## config.mk

```make
export PLATFORM = sky130hd
export DESIGN_NAME = msc_ctrl
export DESIGN_NICKNAME = d
export VERILOG_FILES = /design/src/rtl/msc_pkg.sv /design/src/rtl/msc_ctrl.sv
export SDC_FILE = /design/constraint.sdc
export NUM_CORES = 1
export LEC_CHECK = 0
export BUFFER_PORTS_ARGS = -buffer_cell sky130_fd_sc_hd__buf_2
export CORE_UTILIZATION = 45
export CTS_CLUSTER_DIAMETER = 40
export DETAILED_ROUTE_END_ITERATION = 8
export PLACE_DENSITY = 0.77
export SETUP_SLACK_MARGIN = 0.05
export SLEW_MARGIN = 20
export SYNTH_ARGS = -nofsm -noshare
export SYNTH_HDL_FRONTEND = slang
export SYNTH_SLANG_ARGS = --single-unit
```

## constraint.sdc

```tcl
create_clock -name clk -period 3 [get_ports clk]
set_input_delay 0.3 -clock clk [delete_from_list [all_inputs] [get_ports clk]]
set_output_delay 0.3 -clock clk [all_outputs]
set_load 0.05 [all_outputs]
```

## src/rtl/msc_pkg.sv

```systemverilog
package msc_pkg;

	localparam int WORD_W = 32;
	localparam int STAT_W = 2;
	localparam int CNT_W  = 5;

	// Table depth; every index is sized from it.
	localparam int MAX_POINTS = 16;
	localparam int IDX_W      = $clog2(MAX_POINTS);

	localparam logic [STAT_W-1:0] ST_OK       = 2'd0;
	localparam logic [STAT_W-1:0] ST_FULL     = 2'd1;
	localparam logic [STAT_W-1:0] ST_ZERO_M   = 2'd2;
	localparam logic [STAT_W-1:0] ST_TOO_FEW  = 2'd3;

	localparam logic ACT_INSERT = 1'b0;
	localparam logic ACT_EVOLVE = 1'b1;

	localparam logic [1:0] REG_K    = 2'd0;
	localparam logic [1:0] REG_REST = 2'd1;
	localparam logic [1:0] REG_DT   = 2'd2;

	typedef struct packed {
		logic        action;
		logic [31:0] point_mass;
		logic [31:0] point_position;
		logic [31:0] point_velocity;
	} req_t;

	typedef struct packed {
		logic [1:0]  status;
		logic [4:0]  count;
		logic [31:0] out_position;
		logic [31:0] out_velocity;
		logic [31:0] out_mass;
		logic        last;
	} rsp_t;

	// Saturate a signed 66-bit value to 32 bits.
	function automatic logic [31:0] sat32(input logic signed [65:0] v);
		logic [31:0] r;
		if (v > 66'sd2147483647)
			r = 32'h7fff_ffff;
		else if (v < -66'sd2147483648)
			r = 32'h8000_0000;
		else
			r = v[31:0];
		return r;
	endfunction

endpackage

```

## src/rtl/msc_ctrl.sv

```systemverilog
module msc_ctrl
	import msc_pkg::*;
(
	input  logic clk,
	input  logic arst_n,
	input  logic in_fire,
	input  req_t req,
	output req_t req_q,
	output logic [4:0] cmd,
	output logic [IDX_W-1:0] idx,
	output logic [4:0] n_q,
	input  logic rd_gt,
	input  logic div_done,
	output logic busy,
	output logic emit,
	output logic [1:0] st,
	output logic lst,
	input  logic out_free
);
	localparam int IW = IDX_W;

	typedef enum logic [8:0] {
		S_IDLE = 9'b000000001, S_RD   = 9'b000000010, S_CMP  = 9'b000000100,
		S_WR   = 9'b000001000, S_EREAD= 9'b000010000, S_FRC  = 9'b000100000,
		S_DIV  = 9'b001000000, S_ARI  = 9'b010000000, S_OUT  = 9'b100000000
	} state_t;

	state_t st_q;
	logic [IW:0] i_q;
	logic [2:0]  ph_q;

	assign idx = i_q[IW-1:0];
	assign busy = st_q != S_IDLE;

	always_comb begin
		cmd  = '0;
		emit = 1'b0;
		case (st_q)
			S_RD:    cmd[0] = 1'b1;
			S_CMP:   cmd[1] = rd_gt;
			S_WR:    cmd[2] = 1'b1;
			S_EREAD: cmd[0] = 1'b1;
			S_FRC:   cmd[3] = 1'b1;
			S_ARI:   cmd[4] = 1'b1;
			S_OUT:   begin cmd[4] = out_free; emit = out_free; end
			default: ;
		endcase
	end

	always_ff @(posedge clk) if (in_fire) req_q <= req;

	always_ff @(posedge clk or negedge arst_n) begin
		if (!arst_n) begin
			st_q <= S_IDLE; n_q <= '0; i_q <= '0; ph_q <= '0;
			st <= ST_OK; lst <= 1'b0;
		end else begin
			lst <= 1'b0;
			case (st_q)
				S_IDLE: if (in_fire) begin
					if (req.action == ACT_INSERT) begin
						if (n_q >= 5'(MAX_POINTS)) begin st <= ST_FULL; lst <= 1'b1; end
						else if (req.point_mass == '0) begin st <= ST_ZERO_M; lst <= 1'b1; end
						else if (n_q == '0) begin i_q <= '0; st_q <= S_WR; end
						else begin i_q <= (IW+1)'(n_q - 5'd1); st_q <= S_RD; end
					end else if (n_q < 5'd2) begin st <= ST_TOO_FEW; lst <= 1'b1; end
					else begin i_q <= '0; st_q <= S_EREAD; end
				end
				S_RD: st_q <= S_CMP;
				S_CMP: begin
					if (rd_gt) begin
						if (i_q == '0) st_q <= S_WR;
						else begin i_q <= i_q - 1'b1; st_q <= S_RD; end
					end else begin i_q <= i_q + 1'b1; st_q <= S_WR; end
				end
				S_WR: begin
					n_q <= n_q + 1'b1; st <= ST_OK; lst <= 1'b1; st_q <= S_IDLE;
				end
				S_EREAD: st_q <= S_FRC;
				S_FRC: st_q <= S_DIV;
				S_DIV: if (div_done) begin ph_q <= '0; st_q <= S_ARI; end
				S_ARI: begin
					ph_q <= ph_q + 1'b1;
					if (ph_q == 3'd4) st_q <= S_OUT;
				end
				S_OUT: if (out_free) begin
					if (5'(i_q) + 5'd1 == n_q) st_q <= S_IDLE;
					else begin i_q <= i_q + 1'b1; st_q <= S_EREAD; end
				end
				default: st_q <= S_IDLE;
			endcase
		end
	end
endmodule

```

==> impl_metrics.json, run 1 <==
{
  "avgViaCountPerCell": 5.25,
  "crit_path_start_kind": "register",
  "drive_gt1_share_pct": 40.4,
  "synth_warnings": 0,
  "nFillCells": 669,
  "initial_core_util_pct": 47.2,
  "finalSetupViolations": 0,
  "vdd_drop_max_mv": 0.507,
  "hold_violations": 0,
  "rr_startpoint": "st_q[6]",
  "tightest_slew_ps": 841,
  "drt-total-wl_mm": 15.7,
  "cp_max_fo": 12,
  "async_flop_share_pct": 20.5,
  "p_leak_nw": 3.40,
  "cp.arrival_ps": 2500,
  "io_buffers": 218,
  "hpwlAfterDp_mm": 10.1,
  "final_cell_area_sq_um": 7750,
  "p_total_mw": 6.61,
  "timing.fmax_mhz": 357,
  "postRouteAntennaNets": 0,
  "drt_iter0_drc": 323,
  "wl_per_cell_um": 19.5,
  "die_x_um": 107,
  "routabilityCongestion": 0.933,
  "maxSlewHeadroom_pct": 43.9,
  "cts_sinks": 122,
  "cts_made_buffers": 17,
  "status": "complete, no violations",
  "tns_ps": 0,
  "grt_start_max_net_pins": 98,
  "vias": 4218,
  "yosysMostFrequentCell": "edfxtp_1",
  "antennaDiodeCount": 0,
  "timing.final.crit_period_ps": 2800,
  "period_share_pct": 93.5,
  "pwr_density_cell_nw_per_um2": 852,
  "rrSetupSlack_ps": 530,
  "hold_depth": 2,
  "die_y_um": 107,
  "antenna_found_initial": 0,
  "drv_slew": 0,
  "num_rows": 37,
  "seq_area_frac_synth_pct": 71.4,
  "synthFlopType": "edfxtp_1",
  "hold_class": "input pin to register",
  "required_ps": 2700,
  "fin_cells": 804,
  "synth_edf_count": 97,
  "path_clk_slew_ps": 60,
  "cts_buffer_depth": 2,
  "whs_ps": 55.4,
  "gr-usage-all-layers_pct": 28.0,
  "ys_ff_latch": 122,
  "boundaryPins": 219,
  "rsz0062_at_grt": "no",
  "grt_pass1_wl_mm": 23.4,
  "r2r_cells": 6,
  "cts-root-buf": "clkbuf_8",
  "worstHoldStart": "out_free",
  "final_nets": 767,
  "hold_end": "st_q[8]",
  "syn_inst": 329,
  "synth_cell_types": 60,
  "yosysTopAreaCell": "edfxtp_1",
  "overflow": 0,
  "dp_cells": 676,
  "drc": 0,
  "worstSkewPairLatency_ps": 490,
  "placed_area_sq_um": 6210,
  "fin_worst_skew_ps": 6.09,
  "syn-num-nets": 439,
  "synth.top_cell.area_share_pct": 58.7,
  "htreeDepth": 4,
  "avgSynthCellArea_sq_um": 15.1,
  "area_growth_pct": 56.3,
  "cts_tree": "yes",
  "synth.area.top_cells": "edfxtp_1 59%, dfrtp_1 12%, xnor2_1 1.9%",
  "first_pass_iters": 4,
  "grt_pass1_vias": 4223,
  "synthTopCellsByCount": "97 x edfxtp_1, 24 x dfrtp_1, 20 x nand2_1",
  "coreArea_sq_um": 10500,
  "crit_type": "register to output port",
  "r2r-end": "i_q[1]",
  "drv_cap": 0,
  "dieArea_sq_um": 11400,
  "syn-cell-area_sq_um": 4960,
  "endpoint_kind": "output port"
}
per-layer routing:
layer | global-route usage (%) | up-vias | part of all wire [%]
li1 | - | 1919 | -
met1 | 33.1 | 2073 | 39
met2 | 49.5 | 206 | 53
met3 | 7.78 | 20 | 6.7
met4 | 8.41 | 0 | 1.8
met5 | 0 | - | 0
cell families (layout without fill, tap and decap cells):
logic type | count (synthesis) | in the layout | synth area share, %
flip-flops | 122 | 122 | 71.4
AND/OR/NAND/NOR | 93 | 93 | 11.1
AO/OA/AOI/OAI | 49 | 49 | 7.57
buffers and inverters | 32 | 371 | 3.00
XOR/XNOR | 20 | 20 | 3.53
adder cells (fa/ha/maj) | 7 | 7 | 1.77
multiplexers | 6 | 6 | 1.62
how the worst max path moves through the flow:
stage / start / endpoint / slack [ps]
after floorplan: st_q[5] / cmd[4] / 240
after global placement: st_q[6] / i_q[1] / 580
after detailed placement: st_q[5] / cmd[1] / 530
after CTS: st_q[5] / cmd[4] / 170
after global routing: st_q[6] / cmd[4] / 70
final: st_q[6] / cmd[2] / 200
sequential cells by signal, summed over array words and instances, names as in the netlist:
register  count
i_q           5
lst           1
n_q           5
ph_q          3
req_q        97
st            2
st_q          9
report_power, final:
part           switching (mW)  internal, mW  total (mW)
Combinational            1.56         0.852        2.41
Clock                   0.685          1.24        1.93
Sequential              0.200          2.07        2.27
Total                    2.45          4.16        6.61
cells in the final DEF (no fill, tap or decap), drive strengths merged, types with 3 or more instances in the layout:
cell type	n
a21oi	5
a32oi	3
and4	3
buf	228
bufinv	3
clkbuf	20
clkinv	4
clkinvlp	3
dfrtp	24
dlygate4sd3	97
edfxtp	97
ha	7
inv	16
mux2	4
nand2	20
nand2b	5
nand3	6
nand4	5
nor2	6
nor2b	4
nor3	16
nor4	15
o21ai	10
o221ai	3
o22ai	3
o32ai	3
or4	3
xnor2	11
xor2	9
per-stage QoR:
stage | setup WS (ps) | utilization, %
floorplan | 243 | -
global placement | 583 | 59.1
detailed placement | 527 | 59.1
CTS | 169 | 73.6
global route | 71.3 | 73.8
finish | 196 | 73.8
layout make-up:
type	count	area [sq um]	area share (%)
clock buffer	20	425	5.49
tap	136	170	2.20
inverter	16	60.1	0.775
multi-input combinational	175	1280	16.6
timing repair buffer	325	2140	27.7
sequential	122	3540	45.7
clock inverter	10	128	1.65
worst max-delay path, cell delays in order, from the launching register on:
cell	delay (ps)
dfrtp_1	490
or4_4	630
buf_4	200
nor4_2	360
buf_2	340
timing repair:
item                                   in CTS  in global routing
hold buffers                               96                  1
setup endpoints to repair                   2                  1
endpoints found under the hold margin     119                  1
pin swaps                                   0                  1
setup buffers                               0                  1
gates resized for setup                     2                  0
Note: power is estimated with default switching activity, not from simulation.
==> run 2: changes to the inputs <==
- CORE_ASPECT_RATIO: not set -> 0.7
- SKIP_CTS_REPAIR_TIMING: not set -> 1
==> impl_metrics.json, run 2 (synthesized netlist as in run 1, its figures left out) <==
{
  "status": "complete, no violations",
  "die_x_um": 127,
  "required_ps": 2700,
  "hold_violations": 0,
  "dr_wl_met3_um": 867,
  "endpoint_kind": "output port",
  "timing.fmax_mhz": 369,
  "wl_met2_mm": 6.37,
  "pwr_density_cell_nw_per_um2": 970,
  "vias": 3737,
  "grt_pass1_vias": 3661,
  "postRouteAntennaNets": 0,
  "drv_slew": 0,
  "maxSlewHeadroom_pct": 48.9,
  "period_share_pct": 90.2,
  "regMostFlops": "req_q",
  "biggestRegsByFlops": "req_q: 97 flops, st_q: 9 flops",
  "cts-root-buf": "clkbuf_16",
  "final_nets": 669,
  "finalWorstSetupSlack_ps": 293,
  "coreArea_sq_um": 10500,
  "antenna_found_initial": 0,
  "avgViaCountPerCell": 5.19,
  "routabilityCongestion": 0.905,
  "dieArea_sq_um": 11400,
  "layout_commonest_cell": "buf_2",
  "pwr-share-clk_pct": 31.7,
  "p_leak_nw": 3.04,
  "worstSkewPairLatency_ps": 410,
  "crit_path_start_kind": "register",
  "nFillCells": 774,
  "finalSetupViolations": 0,
  "num_rows": 31,
  "highest_layer": "met4",
  "cts_made_buffers": 17,
  "drc": 0,
  "first_pass_iters": 5,
  "crit_type": "register to output port",
  "tightest_slew_ps": 767,
  "cts_sinks": 122,
  "initial_core_util_pct": 47.2,
  "fin_worst_skew_ps": 6.63,
  "seq_power_share_pct": 34.0,
  "rsz0062_at_grt": "no",
  "overflow": 0,
  "cp.arrival_ps": 2410,
  "p_sw_share_pct": 37.8,
  "p_comb_share_pct": 34.2,
  "boundaryPins": 219,
  "p_switching_mw": 2.51,
  "drt_iter0_drc": 313,
  "place_ws_ps": 512,
  "vdd_drop_max_mv": 0.491,
  "path_clk_slew_ps": 60,
  "drt-total-wl_mm": 13.3,
  "drive_gt1_share_pct": 48.3,
  "hpwlAfterDp_mm": 10.2,
  "m1WireLength_mm": 5.84,
  "die_y_um": 89.8,
  "largest_reg_flops": 97,
  "hold_class": "input pin to register",
  "antennaDiodeCount": 0,
  "gr-usage-all-layers_pct": 23.7,
  "drv_cap": 0,
  "p_int_mw": 4.14,
  "cts_buffer_depth": 2,
  "io_buffers": 218,
  "htreeDepth": 4,
  "grt_start_max_net_pins": 65,
  "timing.final.crit_period_ps": 2710,
  "cp_max_fo": 9,
  "grt_pass1_wl_mm": 20.0,
  "cts_tree": "yes",
  "wl_per_cell_um": 18.5,
  "tns_ps": 0,
  "mostFrequentLayoutCells": "217 x buf_2, 97 x edfxtp_1, 24 x dfrtp_1, 20 x nand2_1, 17 x clkbuf_16",
  "area_growth_pct": 38.3
}
run 2: changes by cell type in the layout (fill, tap and decap cells not counted), moves of 3 or more:
| cell | change |
|---|---|
| clkinv_4 | +4 |
| inv_6 | +5 |
| dlygate4sd3_1 | -96 |
| clkbuf_1 | -3 |
| clkinvlp_4 | -3 |
| clkinv_1 | -3 |
run 2: per-layer routing:
layer  vias to the layer above  global-route usage (%)
met5                         -                       0
met2                       151                    36.8
met3                        19                    5.00
met4                         0                    9.92
met1                      1830                    32.5
li1                       1737                       -
run 2: worst paths after layout:
path                          from        end  slack [ps]  cells after the start
setup / recovery           st_q[3]     cmd[4]         290                      5
hold / removal             req[52]  req_q[52]          60                      1
setup reg to reg            i_q[0]     i_q[0]         470                      7
hold reg to reg              st[0]      st[0]         540                      2
max in group asynchronous   arst_n    st_q[2]        2140                      2
min in group asynchronous   arst_n     n_q[3]         440                      2
run 2: power by group through the flow:
stage	Combinational [mW]	Clock, mW	Sequential, mW
after detailed placement	2.22	0	2.29
after global placement	2.21	0	2.27
final	2.28	2.11	2.26
after floorplan	1.22	0	2.71
after global routing	2.43	2.20	2.29
after CTS	2.24	2.14	2.26
run 2: layout make-up:
class                   instances  area [sq um]  area share, %
clock buffers                  17           425           6.20
clock inverters                15           189           2.76
inverters                      16          60.1          0.876
multi-input cells             175          1290           18.9
flip-flops and latches        122          3540           51.6
well taps                     148           185           2.70
repair buffers                227          1160           17.0
run 2: critical path, stage by stage, from the launching register on:
cell and delay, ps:
dfrtp_1 470, or4_1 690, nor4_4 340, nand2_1 150
nand2b_1 100, buf_2 260
run 2: through the flow:
stage	std cells	total power, mW	hold slack (ps)	utilization [%]	area, sq um
6_report	720	6.65	62.0	65.2	6860
5_1_grt	720	6.92	51.5	65.2	6860
4_1_cts	719	6.64	-98.6	65.0	6830
3_5_place_dp	687	4.51	334	59.1	6210
3_3_place_gp	687	4.49	333	59.1	6210
2_1_floorplan	329	3.93	4.41	-	4960
